## config.mk

```make
export PLATFORM = sky130hd
export DESIGN_NAME = one_wire_backlight_level_encoder_core
export DESIGN_NICKNAME = d
export VERILOG_FILES = /design/src/owbl_pkg.sv /design/src/owbl_front.sv /design/src/owbl_back.sv /design/src/one_wire_backlight_level_encoder_core.sv
export SDC_FILE = /design/constraint.sdc
export NUM_CORES = 1
export LEC_CHECK = 0
export BUFFER_PORTS_ARGS = -buffer_cell sky130_fd_sc_hd__buf_4
export CORE_MARGIN = 5
export CORE_UTILIZATION = 55
export DETAILED_ROUTE_END_ITERATION = 7
export MAX_ROUTING_LAYER = met4
export PLACE_DENSITY = 0.73
export SLEW_MARGIN = 20
export SYNTH_ARGS = -nofsm -noshare
export SYNTH_HDL_FRONTEND = slang
export SYNTH_SLANG_ARGS = --single-unit
```

## constraint.sdc

```tcl
create_clock -name i_clk -period 3.5 [get_ports i_clk]
set_input_delay 0.7 -clock i_clk [delete_from_list [all_inputs] [get_ports i_clk]]
set_output_delay 0.7 -clock i_clk [all_outputs]
set_load 0.01 [all_outputs]
```

## src/owbl_pkg.sv

```systemverilog
// shared types and constants of the one-wire backlight level encoder
`default_nettype none

package owbl_pkg;

    localparam int OWBL_CHIP_LEVELS = 31;
    localparam int OWBL_Q_DEPTH     = 2;
    localparam int OWBL_US_W        = 10;
    localparam int OWBL_HOLD_W      = 11;
    localparam int OWBL_BYTE_W      = 8;
    localparam int OWBL_CFG_IDX_W   = 3;
    localparam int OWBL_PCT_FULL    = 100;
    localparam int OWBL_PCT_SCALE   = 10000;

    typedef enum logic [OWBL_CFG_IDX_W-1:0] {
        REG_DETECT_DELAY = 3'd0,
        REG_DETECT_LOW   = 3'd1,
        REG_MODE_WINDOW  = 3'd2,
        REG_START        = 3'd3,
        REG_END_LOW      = 3'd4,
        REG_SHORT        = 3'd5,
        REG_LONG         = 3'd6,
        REG_DEV_ADDR     = 3'd7
    } t_reg_idx;

    localparam logic [OWBL_US_W-1:0]   RST_DETECT_DELAY = 10'd150;
    localparam logic [OWBL_US_W-1:0]   RST_DETECT_LOW   = 10'd350;
    localparam logic [OWBL_US_W-1:0]   RST_MODE_WINDOW  = 10'd800;
    localparam logic [OWBL_US_W-1:0]   RST_START        = 10'd50;
    localparam logic [OWBL_US_W-1:0]   RST_END_LOW      = 10'd50;
    localparam logic [OWBL_US_W-1:0]   RST_SHORT        = 10'd50;
    localparam logic [OWBL_US_W-1:0]   RST_LONG         = 10'd100;
    localparam logic [OWBL_BYTE_W-1:0] RST_DEV_ADDR     = 8'h72;

    typedef struct packed {
        logic [OWBL_US_W-1:0]   detect_delay_us;
        logic [OWBL_US_W-1:0]   detect_low_us;
        logic [OWBL_US_W-1:0]   mode_window_us;
        logic [OWBL_US_W-1:0]   start_us;
        logic [OWBL_US_W-1:0]   end_low_us;
        logic [OWBL_US_W-1:0]   short_us;
        logic [OWBL_US_W-1:0]   long_us;
        logic [OWBL_BYTE_W-1:0] device_address;
    } t_cfg;

    // level queue head as seen by the sequencer
    typedef struct packed {
        logic                   valid;
        logic [OWBL_BYTE_W-1:0] level;
    } t_lvl_head;

    typedef enum logic [9:0] {
        ST_IDLE  = 10'b00_0000_0001,
        ST_DLOW  = 10'b00_0000_0010,
        ST_MODE  = 10'b00_0000_0100,
        ST_ABIT  = 10'b00_0000_1000,
        ST_AEND  = 10'b00_0001_0000,
        ST_START = 10'b00_0010_0000,
        ST_LBIT  = 10'b00_0100_0000,
        ST_LEND  = 10'b00_1000_0000,
        ST_FIN   = 10'b01_0000_0000,
        ST_SPARE = 10'b10_0000_0000
    } t_state;

endpackage

`default_nettype wire

```

## src/owbl_front.sv

```systemverilog
// front end: maps percent to chip level and queues levels for the sequencer
`default_nettype none

module owbl_front
    import owbl_pkg::*;
#(
    parameter int CHIP_LEVELS = OWBL_CHIP_LEVELS
) (
    input  wire logic                   i_clk,
    input  wire logic                   i_rst_n,
    input  wire logic                   i_push,
    output logic                        o_full,
    input  wire logic [OWBL_BYTE_W-1:0] i_percent,
    output t_lvl_head                   o_head,
    input  wire logic                   i_take
);

    localparam int Divisor = OWBL_PCT_SCALE / CHIP_LEVELS;
    localparam int PtrW    = $clog2(OWBL_Q_DEPTH);
    localparam int CntW    = $clog2(OWBL_Q_DEPTH + 1);
    localparam int NumPct  = 2 ** OWBL_BYTE_W;

    // constant level table, one entry per percent code
    logic [OWBL_BYTE_W-1:0] w_tab [NumPct];

    for (genvar g = 0; g < NumPct; g++) begin : g_tab
        localparam int Lv = (g >= OWBL_PCT_FULL) ? CHIP_LEVELS :
                            (g == 0) ? 0 : ((OWBL_PCT_FULL * g) / Divisor + 1);
        assign w_tab[g] = OWBL_BYTE_W'(Lv);
    end

    logic [OWBL_BYTE_W-1:0] r_q [OWBL_Q_DEPTH];
    logic [PtrW-1:0]        r_wptr, r_rptr;
    logic [CntW-1:0]        r_cnt;
    logic                   w_put, w_get;

    assign o_full = (r_cnt == CntW'(OWBL_Q_DEPTH));
    assign w_put  = i_push && !o_full;
    assign w_get  = i_take && (r_cnt != '0);

    assign o_head.valid = (r_cnt != '0);
    assign o_head.level = r_q[r_rptr];

    always_ff @(posedge i_clk) begin
        if (w_put) begin
            r_q[r_wptr] <= w_tab[i_percent];
        end
    end

    always_ff @(posedge i_clk) begin
        if (!i_rst_n) begin
            r_wptr <= '0;
            r_rptr <= '0;
            r_cnt  <= '0;
        end else begin
            if (w_put) begin
                r_wptr <= (r_wptr == PtrW'(OWBL_Q_DEPTH - 1)) ? '0 : r_wptr + 1'b1;
            end
            if (w_get) begin
                r_rptr <= (r_rptr == PtrW'(OWBL_Q_DEPTH - 1)) ? '0 : r_rptr + 1'b1;
            end
            if (w_put && !w_get) begin
                r_cnt <= r_cnt + 1'b1;
            end else if (w_get && !w_put) begin
                r_cnt <= r_cnt - 1'b1;
            end
        end
    end

endmodule

`default_nettype wire

```

## src/owbl_back.sv

```systemverilog
// back end: segment sequencer with one-entry result register
`default_nettype none

module owbl_back
    import owbl_pkg::*;
(
    input  wire logic                   i_clk,
    input  wire logic                   i_rst_n,
    input  wire t_cfg                   i_cfg,
    input  wire t_lvl_head              i_head,
    output logic                        o_take,
    input  wire logic                   i_pop,
    output logic                        o_empty,
    output logic                        o_pin_high,
    output logic [OWBL_HOLD_W-1:0]      o_hold_us,
    output logic                        o_last
);

    t_state                 r_state, n_state;
    logic [3:0]             r_cnt, n_cnt;
    logic [OWBL_BYTE_W-1:0] r_lvl, n_lvl;
    logic                   r_valid;
    logic                   r_pin, r_last;
    logic [OWBL_HOLD_W-1:0] r_hold;

    logic                   w_adv, w_emit;
    logic                   e_pin, e_last;
    logic [OWBL_HOLD_W-1:0] e_hold;
    logic [OWBL_BYTE_W-1:0] w_byte;
    logic                   w_bit, w_phase;
    logic [OWBL_HOLD_W-1:0] w_bit_hold;

    // result register frees up when empty or being popped
    assign w_adv   = !r_valid || i_pop;
    assign o_empty = !r_valid;
    assign o_pin_high = r_pin;
    assign o_hold_us  = r_hold;
    assign o_last     = r_last;

    assign w_byte     = (r_state == ST_ABIT) ? i_cfg.device_address : r_lvl;
    assign w_bit      = w_byte[~r_cnt[3:1]];
    assign w_phase    = r_cnt[0];
    // a one is short low then long high, a zero the reverse
    assign w_bit_hold = (w_bit ^ w_phase) ? {1'b0, i_cfg.short_us} : {1'b0, i_cfg.long_us};

    always_comb begin
        n_state = r_state;
        n_cnt   = r_cnt;
        n_lvl   = r_lvl;
        o_take  = 1'b0;
        w_emit  = 1'b0;
        e_pin   = 1'b0;
        e_hold  = '0;
        e_last  = 1'b0;
        if (w_adv) begin
            case (r_state)
                ST_IDLE: begin
                    if (i_head.valid) begin
                        o_take = 1'b1;
                        w_emit = 1'b1;
                        if (i_head.level == '0) begin
                            e_last = 1'b1;
                        end else begin
                            e_pin   = 1'b1;
                            e_hold  = {1'b0, i_cfg.detect_delay_us};
                            n_lvl   = i_head.level;
                            n_state = ST_DLOW;
                        end
                    end
                end
                ST_DLOW: begin
                    w_emit  = 1'b1;
                    e_hold  = {1'b0, i_cfg.detect_low_us};
                    n_state = ST_MODE;
                end
                ST_MODE: begin
                    w_emit  = 1'b1;
                    e_pin   = 1'b1;
                    e_hold  = {1'b0, i_cfg.mode_window_us} + {1'b0, i_cfg.start_us};
                    n_cnt   = '0;
                    n_state = ST_ABIT;
                end
                ST_ABIT, ST_LBIT: begin
                    w_emit = 1'b1;
                    e_pin  = w_phase;
                    e_hold = w_bit_hold;
                    n_cnt  = r_cnt + 1'b1;
                    if (r_cnt == 4'hf) begin
                        n_state = (r_state == ST_ABIT) ? ST_AEND : ST_LEND;
                    end
                end
                ST_AEND: begin
                    w_emit  = 1'b1;
                    e_hold  = {1'b0, i_cfg.end_low_us};
                    n_state = ST_START;
                end
                ST_START: begin
                    w_emit  = 1'b1;
                    e_pin   = 1'b1;
                    e_hold  = {1'b0, i_cfg.start_us};
                    n_cnt   = '0;
                    n_state = ST_LBIT;
                end
                ST_LEND: begin
                    w_emit  = 1'b1;
                    e_hold  = {1'b0, i_cfg.end_low_us};
                    n_state = ST_FIN;
                end
                ST_FIN: begin
                    w_emit  = 1'b1;
                    e_pin   = 1'b1;
                    e_last  = 1'b1;
                    n_state = ST_IDLE;
                end
                default: begin
                    n_state = ST_IDLE;
                end
            endcase
        end
    end

    always_ff @(posedge i_clk) begin
        if (!i_rst_n) begin
            r_state <= ST_IDLE;
            r_valid <= 1'b0;
            r_cnt   <= '0;
        end else begin
            r_state <= n_state;
            r_cnt   <= n_cnt;
            if (w_adv) begin
                r_valid <= w_emit;
            end
        end
    end

    always_ff @(posedge i_clk) begin
        r_lvl <= n_lvl;
        if (w_adv && w_emit) begin
            r_pin  <= e_pin;
            r_hold <= e_hold;
            r_last <= e_last;
        end
    end

    a_last_zero_hold: assert property (@(posedge i_clk) disable iff (!i_rst_n)
        (r_valid && r_last) |-> (r_hold == '0))
        else $error("final segment with nonzero hold");

    a_take_idle: assert property (@(posedge i_clk) disable iff (!i_rst_n)
        o_take |-> (r_state == ST_IDLE && i_head.valid))
        else $error("level taken while sequencing");

    a_seq_nonzero: assert property (@(posedge i_clk) disable iff (!i_rst_n)
        (r_state == ST_IDLE && n_state == ST_DLOW) |=> (r_lvl != '0))
        else $error("sequence started for level zero");

    a_stall_holds: assert property (@(posedge i_clk) disable iff (!i_rst_n)
        (r_valid && !i_pop) |=> ($stable(r_state) && $stable(r_cnt)))
        else $error("sequencer advanced during output stall");

    a_bits_continue: assert property (@(posedge i_clk) disable iff (!i_rst_n)
        (r_state == ST_ABIT && r_cnt != 4'hf && w_adv) |=> (r_state == ST_ABIT))
        else $error("address bits cut short");

endmodule

`default_nettype wire

```

## src/one_wire_backlight_level_encoder_core.sv

```systemverilog
// top level: configuration registers, level front end and segment sequencer
// a request is written into the level queue, then its first segment into the result register
// throughput: one segment per cycle while the result register is empty or popped;
// a nonzero level takes 39 segments, a zero level one segment
// a two-entry level queue lets requests be taken while a sequence is running
// synchronous active-low reset restores register defaults and empties the queues
`default_nettype none

module one_wire_backlight_level_encoder_core
    import owbl_pkg::*;
#(
    parameter int CHIP_LEVELS = OWBL_CHIP_LEVELS
) (
    input  wire logic                      i_clk,
    input  wire logic                      i_rst_n,
    input  wire logic                      i_cfg_we,
    input  wire logic [OWBL_CFG_IDX_W-1:0] i_cfg_addr,
    input  wire logic [OWBL_US_W-1:0]      i_cfg_data,
    input  wire logic                      push,
    output logic                           full,
    input  wire logic [OWBL_BYTE_W-1:0]    i_percent,
    output logic                           empty,
    input  wire logic                      pop,
    output logic                           o_pin_high,
    output logic [OWBL_HOLD_W-1:0]         o_hold_us,
    output logic                           o_last
);

    t_cfg      r_cfg;
    t_lvl_head w_head;
    logic      w_take;

    always_ff @(posedge i_clk) begin
        if (!i_rst_n) begin
            r_cfg.detect_delay_us <= RST_DETECT_DELAY;
            r_cfg.detect_low_us   <= RST_DETECT_LOW;
            r_cfg.mode_window_us  <= RST_MODE_WINDOW;
            r_cfg.start_us        <= RST_START;
            r_cfg.end_low_us      <= RST_END_LOW;
            r_cfg.short_us        <= RST_SHORT;
            r_cfg.long_us         <= RST_LONG;
            r_cfg.device_address  <= RST_DEV_ADDR;
        end else if (i_cfg_we) begin
            case (t_reg_idx'(i_cfg_addr))
                REG_DETECT_DELAY: r_cfg.detect_delay_us <= i_cfg_data;
                REG_DETECT_LOW:   r_cfg.detect_low_us   <= i_cfg_data;
                REG_MODE_WINDOW:  r_cfg.mode_window_us  <= i_cfg_data;
                REG_START:        r_cfg.start_us        <= i_cfg_data;
                REG_END_LOW:      r_cfg.end_low_us      <= i_cfg_data;
                REG_SHORT:        r_cfg.short_us        <= i_cfg_data;
                REG_LONG:         r_cfg.long_us         <= i_cfg_data;
                REG_DEV_ADDR:     r_cfg.device_address  <= i_cfg_data[OWBL_BYTE_W-1:0];
                default: begin
                end
            endcase
        end
    end

    owbl_front #(
        .CHIP_LEVELS (CHIP_LEVELS)
    ) u_front (
        .i_clk     (i_clk),
        .i_rst_n   (i_rst_n),
        .i_push    (push),
        .o_full    (full),
        .i_percent (i_percent),
        .o_head    (w_head),
        .i_take    (w_take)
    );

    owbl_back u_back (
        .i_clk      (i_clk),
        .i_rst_n    (i_rst_n),
        .i_cfg      (r_cfg),
        .i_head     (w_head),
        .o_take     (w_take),
        .i_pop      (pop),
        .o_empty    (empty),
        .o_pin_high (o_pin_high),
        .o_hold_us  (o_hold_us),
        .o_last     (o_last)
    );

endmodule

`default_nettype wire

```

### After elaboration in Yosys (flattened, before gate mapping)

Memory sizes are Yosys's and may differ from the RTL's. A register that Yosys moved wholly into a read port is not among the register bits.
Cells that the tools add are included.

* register bits after elaboration: 118
* bits in writable memories: 16
* ROM bits: 2048
* input bits: 26
* output and inout bits: 15
* word-level logic and storage cells: 118
* memories kept: 2

* add/sub/neg operators: 6
* order comparisons: 2
* equality and inequality tests: 21
* mux-type cells: 34
* bitwise operators: 4
* reduce and logical (&&, ||, !) cells: 31

Memories
* (no name shown): words 256, width 8, read ports 1, clocked after Yosys merged registers in 0, wr ports 0, RTL line owbl_front.sv:46 `r_q[r_wptr] <= w_tab[i_percent];`
* u_front.r_q: words 2, width 8, read ports 1, clocked after Yosys merged registers in 1, wr ports 1, RTL line owbl_front.sv:32 `logic [OWBL_BYTE_W-1:0] r_q [OWBL_Q_DEPTH];`

Operator list (count)
* 10-bit case mux with 7 select lines: 1
* 11-bit case mux with 6 select lines: 1
* 10-bit two-way mux: 5
* 8-bit two-way mux: 4
* 2-bit AND reduction: 9
* 1-bit two-way mux: 15
* 3-bit equality test (second input constant): 4
* 10-bit by 10-bit adder with 11-bit output: 1
* 11-bit two-way mux: 1
* 10-bit by 1-bit equality test with 1-bit output (second input constant): 1
* 10-bit by 2-bit equality test with 1-bit output (second input constant): 1
* 10-bit by 3-bit equality test with 1-bit output (second input constant): 1
* 10-bit by 4-bit equality test with 1-bit output (second input constant): 1
* 10-bit by 5-bit equality test with 1-bit output (second input constant): 1
* 10-bit by 6-bit equality test with 1-bit output (second input constant): 1
* 10-bit by 7-bit equality test with 1-bit output (second input constant): 1
* 10-bit by 8-bit equality test with 1-bit output (second input constant): 1
* 10-bit by 9-bit equality test with 1-bit output (second input constant): 1
* 9-bit greater-or-equal comparator (second input constant): 1
* 8-bit NOT with 9-bit output: 1
* 8-bit logical NOT: 1
* 4-bit case mux with 2 select lines: 1
* 4-bit AND reduction: 2
* 8-bit OR reduction: 1
* 25 further kinds: 41

### Logic depth before layout (Yosys ltp)

Gate-level depths: netlist of the first run.

* depth after elaboration: 8
* depth in mapped cells: 11
* depth with buffers taken out: 11

### Hierarchy

Synthesis of the first run repeated with hierarchy kept, for this count alone.

* cell total of the unflattened synthesis: 682
* area, all modules: 6671.4 µm²

By module, submodules not included
* one_wire_backlight_level_encoder_core: instances 1, cells each 285, area each 3019.1 µm², sequential area each 1561.5 µm²
* owbl_back: instances 1, cells each 268, area each 2491.1 µm², sequential area each 910.9 µm²
* owbl_front: instances 1, cells each 129, area each 1161.1 µm², sequential area each 400.4 µm²

### Worst setup path after synthesis of the first run

OpenSTA, ideal clock, no wires.

* path type: register to register
* from: reg u_back.r_state[1]
* to: reg u_back.r_hold[0], in the netlist u_back.o_hold_us[0], enable pin
* library setup time: 0.382 ns
* arrival time: 2.376 ns
* data required time: 3.118 ns
* path slack: 0.742 ns
* stages on the path, launching flop included: 9
* buffers on the path: 2
* clock period less this slack: 2.758 ns
* cells stage by stage: dfxtp_1 > buf_4 > or3_4 > nor4_4 > or2_1 > clkbuf_1 > or3_1 > nor3_1 > nor2_1

* cells in the longest elaborated chain, start to end: 5
* elaborated cells between the ends (all ways): 13
* those cells by class: eq/ne: 9; mux: 2; reduce/logical: 2

RTL lines
* start, declared: RTL line owbl_back.sv:19 `t_state r_state, n_state;`
* start signal, assigned: RTL line owbl_back.sv:128 `r_state <= n_state;`
* 10-bit by 9-bit equality test with 1-bit output, or another cell as far along: RTL line owbl_back.sv:56 `case (r_state)`
* 8-bit OR reduction (no source line)
* 1-bit case mux with 2 select lines (*): RTL line owbl_back.sv:56
* 1-bit two-way mux (*): RTL line owbl_back.sv:55 `if (w_adv) begin`
* named net u_back.w_emit: RTL line owbl_back.sv:26 `logic w_adv, w_emit;`
* 1-bit logical AND (*): RTL line owbl_back.sv:138 `if (w_adv && w_emit) begin`
* end signal, assigned: RTL line owbl_back.sv:140 `r_hold <= e_hold;`
* end, declared: RTL line owbl_back.sv:24 `logic [OWBL_HOLD_W-1:0] r_hold;`

The timed path passes the listed nets; every way through them passes the cells marked *.
A chain may end at the register's enable or synchronous reset.

### Worst setup path after layout of the first run

* from: reg u_back.r_state[2]
* to: reg u_back.r_pin, in the netlist u_back.o_pin_high, enable pin

* cells in the longest elaborated chain, start to end: 5
* elaborated cells between the ends (all ways): 13
* those cells by class: eq/ne: 9; mux: 2; reduce/logical: 2

RTL lines
* 10-bit by 9-bit equality test with 1-bit output, or another cell as far along: RTL line owbl_back.sv:56
* 8-bit OR reduction (no source line)
* 1-bit case mux with 2 select lines (*): RTL line owbl_back.sv:56
* 1-bit two-way mux (*): RTL line owbl_back.sv:55
* named net u_back.w_emit: RTL line owbl_back.sv:26
* 1-bit logical AND (*): RTL line owbl_back.sv:138
* end signal, assigned: RTL line owbl_back.sv:139 `r_pin <= e_pin;`
* end, declared: RTL line owbl_back.sv:23 `logic r_pin, r_last;`

Marked as above.

==> results of run 1 <==
[flip-flops by register name, summed over array words and instances (netlist names), 2 cells and up, named ones only]
register / count
r_cfg: 78
u_back.o_hold_us: 11
u_back.r_cnt: 4
u_back.r_lvl: 5
u_back.r_state: 9
u_front.r_cnt: 2
u_front.r_q: 10
[Yosys cell counts, types with 18 or more instances]
cell	n	area, µm²
a21oi_1	25	125
nand3_1	36	180
a21boi_0	53	398
nor2b_1	21	131
edfxtp_1	28	841
nand2_1	195	732
nor2_1	26	97.6
o22ai_1	18	113
clkbuf_1	36	135
dfxtp_1	97	1940
mux2i_1	20	200
[power breakdown]
group	internal, mW	switching (mW)	leakage, nW
logic	0.415	0.552	1.46
clock network	0.973	0.640	0.264
registers	1.70	0.0861	1.04
[per-layer routing]
layer,vias to the layer above,global-route usage,share of wire
met3,16,0.0432,0.064
met2,184,0.366,0.48
met4,0,0.0703,0.011
met1,2464,0.311,0.45
met5,-,-,0
li1,2638,-,-
[placed cells by master (no fill, tap or decap), types with 3 or more instances in the layout]
cell type   synthesis  final
clkinv_4            0      3
nor2b_1            21     21
inv_1              15     15
nor2_1             26     26
o21a_1              4      4
edfxtp_1           28     28
or4_1               3      3
a211oi_1            3      3
and3_1              3      3
and2_1              7      7
a21boi_0           53     53
nor3_1              8      8
o211ai_1            3      3
mux2i_1            20     20
a21oi_1            25     25
a222oi_1            5      5
a22oi_1             6      6
o22ai_1            18     18
o21ai_0            14     14
a221oi_1            7      7
xnor2_1             8      8
nand2_1           195    195
mux2_2              6      6
xor2_1              7      7
or3_1               4      4
ha_1               15     15
clkbuf_16           0     17
nand4_1             3      3
clkinvlp_4          0      3
nand3_1            36     36
nand3b_1            5      5
nand2b_1           12     12
dfxtp_1            97     97
a31oi_1             3      3
buf_4               1     50
clkinv_2            0      4
[cell families after synthesis]
family / count (synthesis) / share of synthesized area
DFF: 125 / 0.441
xor gates and xnor gates: 15 / 0.0208
AOI/OAI and AO/OA: 155 / 0.170
muxes: 28 / 0.0508
and+or+nand+nor: 337 / 0.246
buffers and inverters: 59 / 0.0387
adders and majority gates: 16 / 0.0329
[critical path: stages, from the launching register on]
cell      delay [ns]
dfxtp_1         0.38
nor4_1          0.68
nand3b_1        0.21
nor3b_1         0.36
o21a_1          0.24
nor3_1          0.08
nor2_1          0.74
[per-stage QoR]
step                      utilization  instances  hold WS [ns]  setup slack (ns)
final                           0.639        916         0.464             0.444
after global routing            0.639        916         0.487             0.131
after CTS                       0.639        916         0.468             0.415
after detailed placement        0.590        884         0.458             0.439
after global placement          0.590        884         0.449             0.579
after floorplan                     -        735         0.433             0.742
[layout make-up]
cell class | instances | area [µm²] | share of cell area
Inverter | 15 | 56.3 | 0.00779
Tap cell | 143 | 179 | 0.0247
Clock buffer | 18 | 429 | 0.0594
Sequential cell | 125 | 2780 | 0.385
Clock inverter | 14 | 120 | 0.0166
Multi-Input combinational cell | 551 | 3290 | 0.455
Timing Repair Buffer | 50 | 375 | 0.0519
[how the worst max path moves through the flow]
stage / to / slack [ns] / start
2_1_floorplan: u_back.o_hold_us[0]$_SDFFCE_PP0P_ / 0.74 / u_back.r_state[1]$_SDFFE_PN0P_
3_3_place_gp: u_back.o_hold_us[9]$_SDFFCE_PP0P_ / 0.58 / u_back.r_state[2]$_SDFFE_PN0P_
3_5_place_dp: u_back.o_hold_us[9]$_SDFFCE_PP0P_ / 0.44 / u_back.r_state[2]$_SDFFE_PN0P_
4_1_cts: u_back.o_hold_us[1]$_SDFFCE_PP0P_ / 0.42 / u_back.r_state[2]$_SDFFE_PN0P_
5_1_grt: u_back.o_pin_high$_SDFFCE_PP0P_ / 0.13 / u_back.r_state[2]$_SDFFE_PN0P_
6_report: u_back.o_pin_high$_SDFFCE_PP0P_ / 0.44 / u_back.r_state[2]$_SDFFE_PN0P_
==> impl_metrics.tcl, run 1 <==
set metrics [dict create \
    grt_pass1_vias 4994 \
    fillCellCount 978 \
    min_path_type "reg -> reg" \
    avgRoutedWirePerCell_um 16.2 \
    rows 39 \
    place_congestion 0.874 \
    dr.pass1.iters 6 \
    setup_viol 0 \
    diodes 0 \
    cts_buffers 17 \
    vias 5302 \
    min_to "r_cfg[15]$_SDFFE_PN0P_" \
    crit_path_end_kind "flop" \
    drt_wl_total_um 14800 \
    synthArstFlopShare 0 \
    cts_resized 0 \
    drive_above_1_share 0.118 \
    syn_nets 777 \
    die_height_um 117 \
    worst-slew-pin-transition_ns 1.05 \
    place_area_um2 6680 \
    powerDensity_nw_per_um2 604 \
    clockBufferDepth 2 \
    ys_warn_count 0 \
    fin_skew_ns 0.00812 \
    htreeDepth 4 \
    avgSynthCellArea_um2 8.58 \
    grt_pass1_wl_um 24500 \
    drtIter0Drc 423 \
    nets 802 \
    outcome "completed" \
    hold_viol_final 0 \
    seq_area_frac_synth 0.441 \
    final_cell_area_um2 7230 \
    worstSkewPairLatency_ns 0.41 \
    reg2reg_depth 6 \
    hold_depth 2 \
    ant_nets 0 \
    area_delta_synth_final_pct 14.6 \
    cts_setup_buffers 0 \
    ctsHoldBuffers 0 \
    viasPerCell 5.79 \
    path_max_fanout 13 \
    r2r_end "u_back.o_pin_high$_SDFFCE_PP0P_" \
    ys.flop_type "dfxtp_1" \
    synth_seq_cells 125 \
    grt_max_degree 98 \
    grt_usage 0.234 \
    ios 41 \
    fin_crit_ns 3.06 \
    netlist_instances 735 \
    gr-total-overflow 0 \
    hpwl_um 10500 \
    start_util 0.557 \
    critPathRequiredTime_ns 3.53 \
    power.leakage_nw 2.77 \
    cts.sinks 125 \
    die_area_um2 13700 \
    fmax_mhz 327 \
    cp-start-kind "flop" \
    die-width_um 117 \
    antenna_found_initial 0 \
    crit_type "reg -> reg" \
    cts_tree "built" \
    yosys.cell_types.count 62 \
    r2r_start "u_back.r_state[2]$_SDFFE_PN0P_" \
    slew_headroom 0.303 \
    cts.clk_slew.worst_paths_ns 0.06 \
    io_buffers 40 \
    ir_worst_vdd_mv 0.380 \
    maxCapViolCount 0 \
    core_area_um2 11300 \
    fin_setup_tns_ns 0 \
    power_mw 4.36 \
    rsz0062_at_grt "false" \
    cp_data_arrival_time_ns 3.09 \
    cts-root-buf "clkbuf_16" \
    route.detailed.drc 0 \
    min_period_over_period 0.873 \
    maxSlewViolCount 0 \
    syn_area_um2 6310 \
    rrSetupSlack_ns 0.44 \
    synth_edf_count 28 \
    hp-start "r_cfg[15]$_SDFFE_PN0P_" \
]
(Power assumes the default switching activity.)
==> inputs of run 2 (changes only) <==
MAX_ROUTING_LAYER = default   (was met4)
RECOVER_POWER = 25   (was default)
==> run 2 against run 1 <==
  * Combinational power decreased by 0.9%
  * Clock power grew 12%
  * Sequential power hardly changed
  * Largest power group is now the clock network
  * Worst hold slack better by 0.00094 ns
==> impl_metrics.tcl, run 2 (synthesis results as in run 1) <==
set metrics [dict create \
    outcome "completed" \
    cp-start-kind "flop" \
    hp-start "r_cfg[14]$_SDFFE_PN1P_" \
    seqCellArea_um2 2780 \
    avgRoutedWirePerCell_um 16.3 \
    grt_usage 0.232 \
    slew_headroom 0.313 \
    die_area_um2 13700 \
    dp_cells 884 \
    diodes 0 \
    drt_wl_total_um 15000 \
    dr_wl_met3_um 1050 \
    cts_setup_buffers 0 \
    htreeDepth 4 \
    drive_above_1_share 0.109 \
    vias 5405 \
    largest_reg_flops 78 \
    worstSkewPairLatency_ns 0.41 \
    fillCellCount 937 \
    reg2reg_depth 6 \
    antenna_found_initial 0 \
    crit_slowest_cell "nor2_1" \
    critPathRequiredTime_ns 3.53 \
    start_util 0.557 \
    die_height_um 117 \
    worstSetupPathDepth 6 \
    rsz0062_at_grt "false" \
    cts_buffers 17 \
    ir_worst_vdd_mv 0.386 \
    place_congestion 0.863 \
    drtIter0Drc 498 \
    worstPathCellList "nor4_1 > nand3b_1 > nor3b_1 > o21a_1 > nor3_1 > nor2_1" \
    critPathBufInv 0 \
    multi_input_area_um2 3290 \
    startpoint "u_back.r_state[2]$_SDFFE_PN0P_" \
    ctsHoldBuffers 0 \
    route.detailed.drc 0 \
    path_max_fanout 13 \
    grt_max_degree 98 \
    cts.sinks 125 \
    min_period_over_period 0.880 \
    maxCapViolCount 0 \
    cts-root-buf "clkbuf_16" \
    die-width_um 117 \
    clockBufferDepth 2 \
    fin_skew_ns 0.00533 \
    cpLargestDelayFamily "simple AND/OR/NAND/NOR gates" \
    setup_viol 0 \
    core_area_um2 11300 \
    fin_crit_ns 3.08 \
    met1_length_um 6570 \
    dr_wl_met2_um 7120 \
    final_common_cell "nand2_1" \
    hold_viol_final 0 \
    fin_setup_tns_ns 0 \
    nets 802 \
    worst-slew-pin-transition_ns 1.03 \
    ios 41 \
    r2r_start "u_back.r_state[2]$_SDFFE_PN0P_" \
    area_delta_synth_final_pct 15.4 \
    gr-total-overflow 0 \
    cts_tree "built" \
    grt_pass1_wl_um 25100 \
    rows 39 \
    hold_depth 2 \
    powerDensity_nw_per_um2 625 \
    dr.pass1.iters 5 \
    power.leakage_nw 2.78 \
    fmax_mhz 325 \
    cts.clk_slew.worst_paths_ns 0.06 \
    ant_nets 0 \
    io_buffers 40 \
    cts_resized 0 \
    crit_type "reg -> reg" \
    top_layer "met4" \
    min_path_type "reg -> reg" \
    cp_data_arrival_time_ns 3.11 \
    maxSlewViolCount 0 \
    viasPerCell 5.90 \
    regMostFlops "r_cfg" \
    grt_pass1_vias 5104 \
    critPathMaxStageDelay_ns 0.75 \
    hpwl_um 10600 \
    final_cell_mix "195 x nand2_1, 97 x dfxtp_1, 53 x a21boi_0" \
    final_cell_count_no_fill 916 \
    crit_path_end_kind "flop" \
]
-- run 2: path summary, 6_finish.rpt --
path | slack (ns) | end
worst min register to register | 0.47 | r_cfg[14]$_SDFFE_PN1P_
worst max register to register | 0.42 | u_back.o_hold_us[0]$_SDFFCE_PP0P_
worst min-delay path | 0.47 | r_cfg[14]$_SDFFE_PN1P_
worst max-delay path | 0.42 | u_back.o_hold_us[0]$_SDFFCE_PP0P_
-- run 2: tightest hold or removal path: stages (launching register included) --
cell,delay [ns]
dfxtp_1,0.32
nand2_1,0.05
nand3_1,0.06
-- run 2: final cells by class --
cell class              count  share of cell area
multi-input cells         551               0.452
flip-flops and latches    125               0.382
clock buffers              22              0.0653
repair buffers             50              0.0500
well taps                 143              0.0246
clock inverters            10              0.0186
inverters                  15             0.00773
-- run 2: power by group --
group          internal (mW)  leakage, nW  switching, mW
Clock                   1.18        0.289          0.624
Sequential              1.70         1.04         0.0929
Combinational          0.411         1.45          0.547
Total                   3.29         2.78           1.26
-- run 2: per-layer routing --
| layer | track usage | up-vias |
|---|---|---|
| met4 | 0.0642 | 0 |
| met3 | 0.0530 | 20 |
| met2 | 0.375 | 194 |
| met1 | 0.315 | 2567 |
| li1 | - | 2624 |
| met5 | 0 | - |
-- run 2: metrics by stage --
step	cell area (µm²)	total power, mW	hold WS (ns)	util	worst slack, ns
3_5_place_dp	6680	2.78	0.455	0.590	0.447
3_3_place_gp	6680	2.74	0.449	0.590	0.590
6_report	7280	4.55	0.465	0.643	0.419
5_1_grt	7280	4.77	0.489	0.643	0.131
4_1_cts	7290	4.57	0.466	0.644	0.436
2_1_floorplan	6310	2.46	0.433	-	0.742
==> inputs of run 3 (changes only) <==
ABC_AREA = 1   (was default)
CORE_MARGIN = default   (was 5)
TNS_END_PERCENT = 10   (was default)
==> run 3 against run 2 <==
  * The run now ends with max-capacitance violations, max-slew violations left
  * Clock skew up 0.0050 ns
  * Via count up 6.3%
  * Count of clock-buffer cells in the layout rose by 5
  * Synthesized area is 2.8% lower
  * Worst hold slack got worse by 0.0059 ns
  * Critical path depth rose by 5
  * First-iteration DRC count up 3.2%
==> impl_metrics.tcl, run 3 <==
set metrics [dict create \
    outcome "finished with violations" \
    violations "max-capacitance violations, max-slew violations" \
    synth_top_area_frac 0.317 \
    cts_setup_buffers 0 \
    slew_headroom -0.0663 \
    cts_buffers 17 \
    largest_reg_flops 78 \
    rrSetupSlack_ns 0.94 \
    cts-root-buf "clkbuf_8" \
    yosys.cell_types.count 42 \
    synth_most_common_cell "nand2_1" \
    hpwl_um 11900 \
    final_core_util 0.649 \
    viasPerCell 5.65 \
    ys_top_cells_by_count "134 x nand2_1, 113 x nor2_1, 101 x inv_1" \
    worstPathCellList "nor2_2 > nand2_1 > inv_2 > nand4_1 > nor2_2 > nor2_1 > inv_1 > nor4_1 > o211ai_1 > nand2_1 > inv_1" \
    die_height_um 108 \
    die_area_um2 11600 \
    synthArstFlopShare 0 \
    setup_viol 0 \
    fin_skew_ns 0.0103 \
    synth_top_family_by_area "simple AND/OR/NAND/NOR gates" \
    path_max_fanout 13 \
    cts.sinks 125 \
    core_area_um2 10800 \
    synth.largest_area_cell "dfxtp_1" \
    clockBufferDepth 2 \
    hold_viol_final 0 \
    dr.pass1.iters 6 \
    crit_type "reg -> reg" \
    cts_tree "built" \
    rows 38 \
    ios 41 \
    nets 907 \
    synthMuxAreaShare 0.00163 \
    avgRoutedWirePerCell_um 16.6 \
    place_area_um2 6550 \
    yosys.area_share.simple 0.253 \
    reg2reg_depth 11 \
    critPathRequiredTime_ns 3.66 \
    ant_nets 0 \
    seq_area_frac_synth 0.454 \
    final_common_cell "nand2_1" \
    worstSetupEndpoint "u_back.o_hold_us[6]$_SDFFCE_PP0P_" \
    crit_path_end_kind "flop" \
    synth_xor_area_frac 0.00143 \
    maxSlewViolCount 84 \
    dr_wl_met2_um 7860 \
    ys.flop_type "dfxtp_1" \
    worstSkewPairLatency_ns 0.53 \
    powerDensity_nw_per_um2 641 \
    fin_setup_tns_ns 0 \
    cp_data_arrival_time_ns 2.72 \
    syn_nets 869 \
    power.leakage_nw 3.08 \
    worst-slew-pin-transition_ns 1.60 \
    htreeDepth 4 \
    final_cell_area_um2 7040 \
    synth_seq_cells 125 \
    gr-total-overflow 0 \
    synthTopCellsByArea "dfxtp_1 32%, edfxtp_1 14%, nand2_1 8.2%" \
    syn_area_um2 6130 \
    rsz0062_at_grt "false" \
    drt_wl_total_um 16900 \
    fillCellCount 942 \
    min_period_over_period 0.730 \
    io_buffers 40 \
    r2r_start "u_back.r_state[5]$_SDFFE_PN0P_" \
    drtIter0Drc 514 \
    area_delta_synth_final_pct 14.7 \
    die-width_um 108 \
    antenna_found_initial 0 \
    regMostFlops "r_cfg" \
    ir_worst_vdd_mv 0.493 \
    start_util 0.566 \
    synth_edf_count 28 \
    dr_wl_met3_um 1070 \
    avgSynthCellArea_um2 7.41 \
    top_layer "met4" \
    cp-start-kind "flop" \
    vias 5746 \
    fmax_mhz 391 \
    ctsHoldBuffers 0 \
    cts.clk_slew.worst_paths_ns 0.05 \
    r2r_end "u_back.o_hold_us[6]$_SDFFCE_PP0P_" \
    place_congestion 0.924 \
    route.detailed.drc 0 \
    drive_above_1_share 0.103 \
    crit_slowest_cell "nor2_2" \
    synth_compound_area_frac 0.173 \
    fin_crit_ns 2.56 \
    met1_length_um 7580 \
    min_path_type "reg -> reg" \
    grt_pass1_vias 5381 \
    grt_max_degree 84 \
    netlist_instances 827 \
    diodes 0 \
    critPathMaxStageDelay_ns 0.39 \
    ys_warn_count 0 \
    cts_resized 0 \
    grt_usage 0.310 \
    maxCapViolCount 1 \
    final_cell_mix "134 x nand2_1, 113 x nor2_1, 101 x inv_1" \
    synth_adder_area_share 0.0339 \
    startpoint "u_back.r_state[5]$_SDFFE_PN0P_" \
    grt_pass1_wl_um 27000 \
]
-- run 3: worst min path at each step --
stage,start,endpoint,slack [ns],depth (start not counted)
floorplan,r_cfg[7]$_SDFFE_PN0P_,r_cfg[7]$_SDFFE_PN0P_,0.42,2
global placement,r_cfg[74]$_SDFFE_PN0P_,r_cfg[74]$_SDFFE_PN0P_,0.44,2
detailed placement,r_cfg[7]$_SDFFE_PN0P_,r_cfg[7]$_SDFFE_PN0P_,0.45,2
CTS,i_cfg_data[9],r_cfg[57]$_SDFFE_PN1P_,0.45,3
global route,i_cfg_data[9],r_cfg[57]$_SDFFE_PN1P_,0.46,3
finish,r_cfg[76]$_SDFFE_PN0P_,r_cfg[76]$_SDFFE_PN0P_,0.46,2
-- run 3: kinds of logic after synthesis --
family,after synthesis
flops,125
compound gates,188
fa+ha+maj,16
buf+inv,136
xor+xnor,1
simple gates,360
mux,1
-- run 3: layout make-up --
| cell class | instances | area (µm²) | share of cell area |
|---|---|---|---|
| Multi-Input combinational cell | 566 | 2830 | 0.403 |
| Sequential cell | 125 | 2780 | 0.396 |
| Clock buffer | 27 | 472 | 0.0670 |
| Inverter | 108 | 405 | 0.0576 |
| Timing Repair Buffer | 47 | 347 | 0.0493 |
| Tap cell | 140 | 175 | 0.0249 |
| Clock inverter | 4 | 20.0 | 0.00285 |
-- run 3: stage by stage --
| stage | power [mW] | setup WS (ns) | hold slack (ns) | cells |
|---|---|---|---|---|
| 5_1_grt | 4.73 | 0.752 | 0.458 | 1017 |
| 2_1_floorplan | 2.61 | 1.53 | 0.424 | 827 |
| 4_1_cts | 4.50 | 1.01 | 0.447 | 1017 |
| 3_5_place_dp | 3.02 | 1.01 | 0.447 | 986 |
| 3_3_place_gp | 2.99 | 1.09 | 0.440 | 986 |
| 6_report | 4.51 | 0.945 | 0.459 | 1017 |
-- run 3: critical path, delay by kind of cell, from the launching register on --
kind | cells | cell delay [ns]
flops | 1 | 0.33
simple gates | 7 | 1.14
compound gates | 1 | 0.11
buf+inv | 3 | 0.61
-- run 3: report_power, final --
group	switching [mW]	internal (mW)	total, mW
Clock	0.596	0.898	1.49
Sequential	0.122	1.75	1.87
Combinational	0.752	0.396	1.15
Total	1.47	3.04	4.51
-- run 3: metal layers --
| metal | up-vias | track usage |
|---|---|---|
| met5 | - | 0 |
| met4 | 0 | 0.124 |
| met3 | 33 | 0.0708 |
| met2 | 215 | 0.501 |
| met1 | 2661 | 0.400 |
| li1 | 2837 | - |
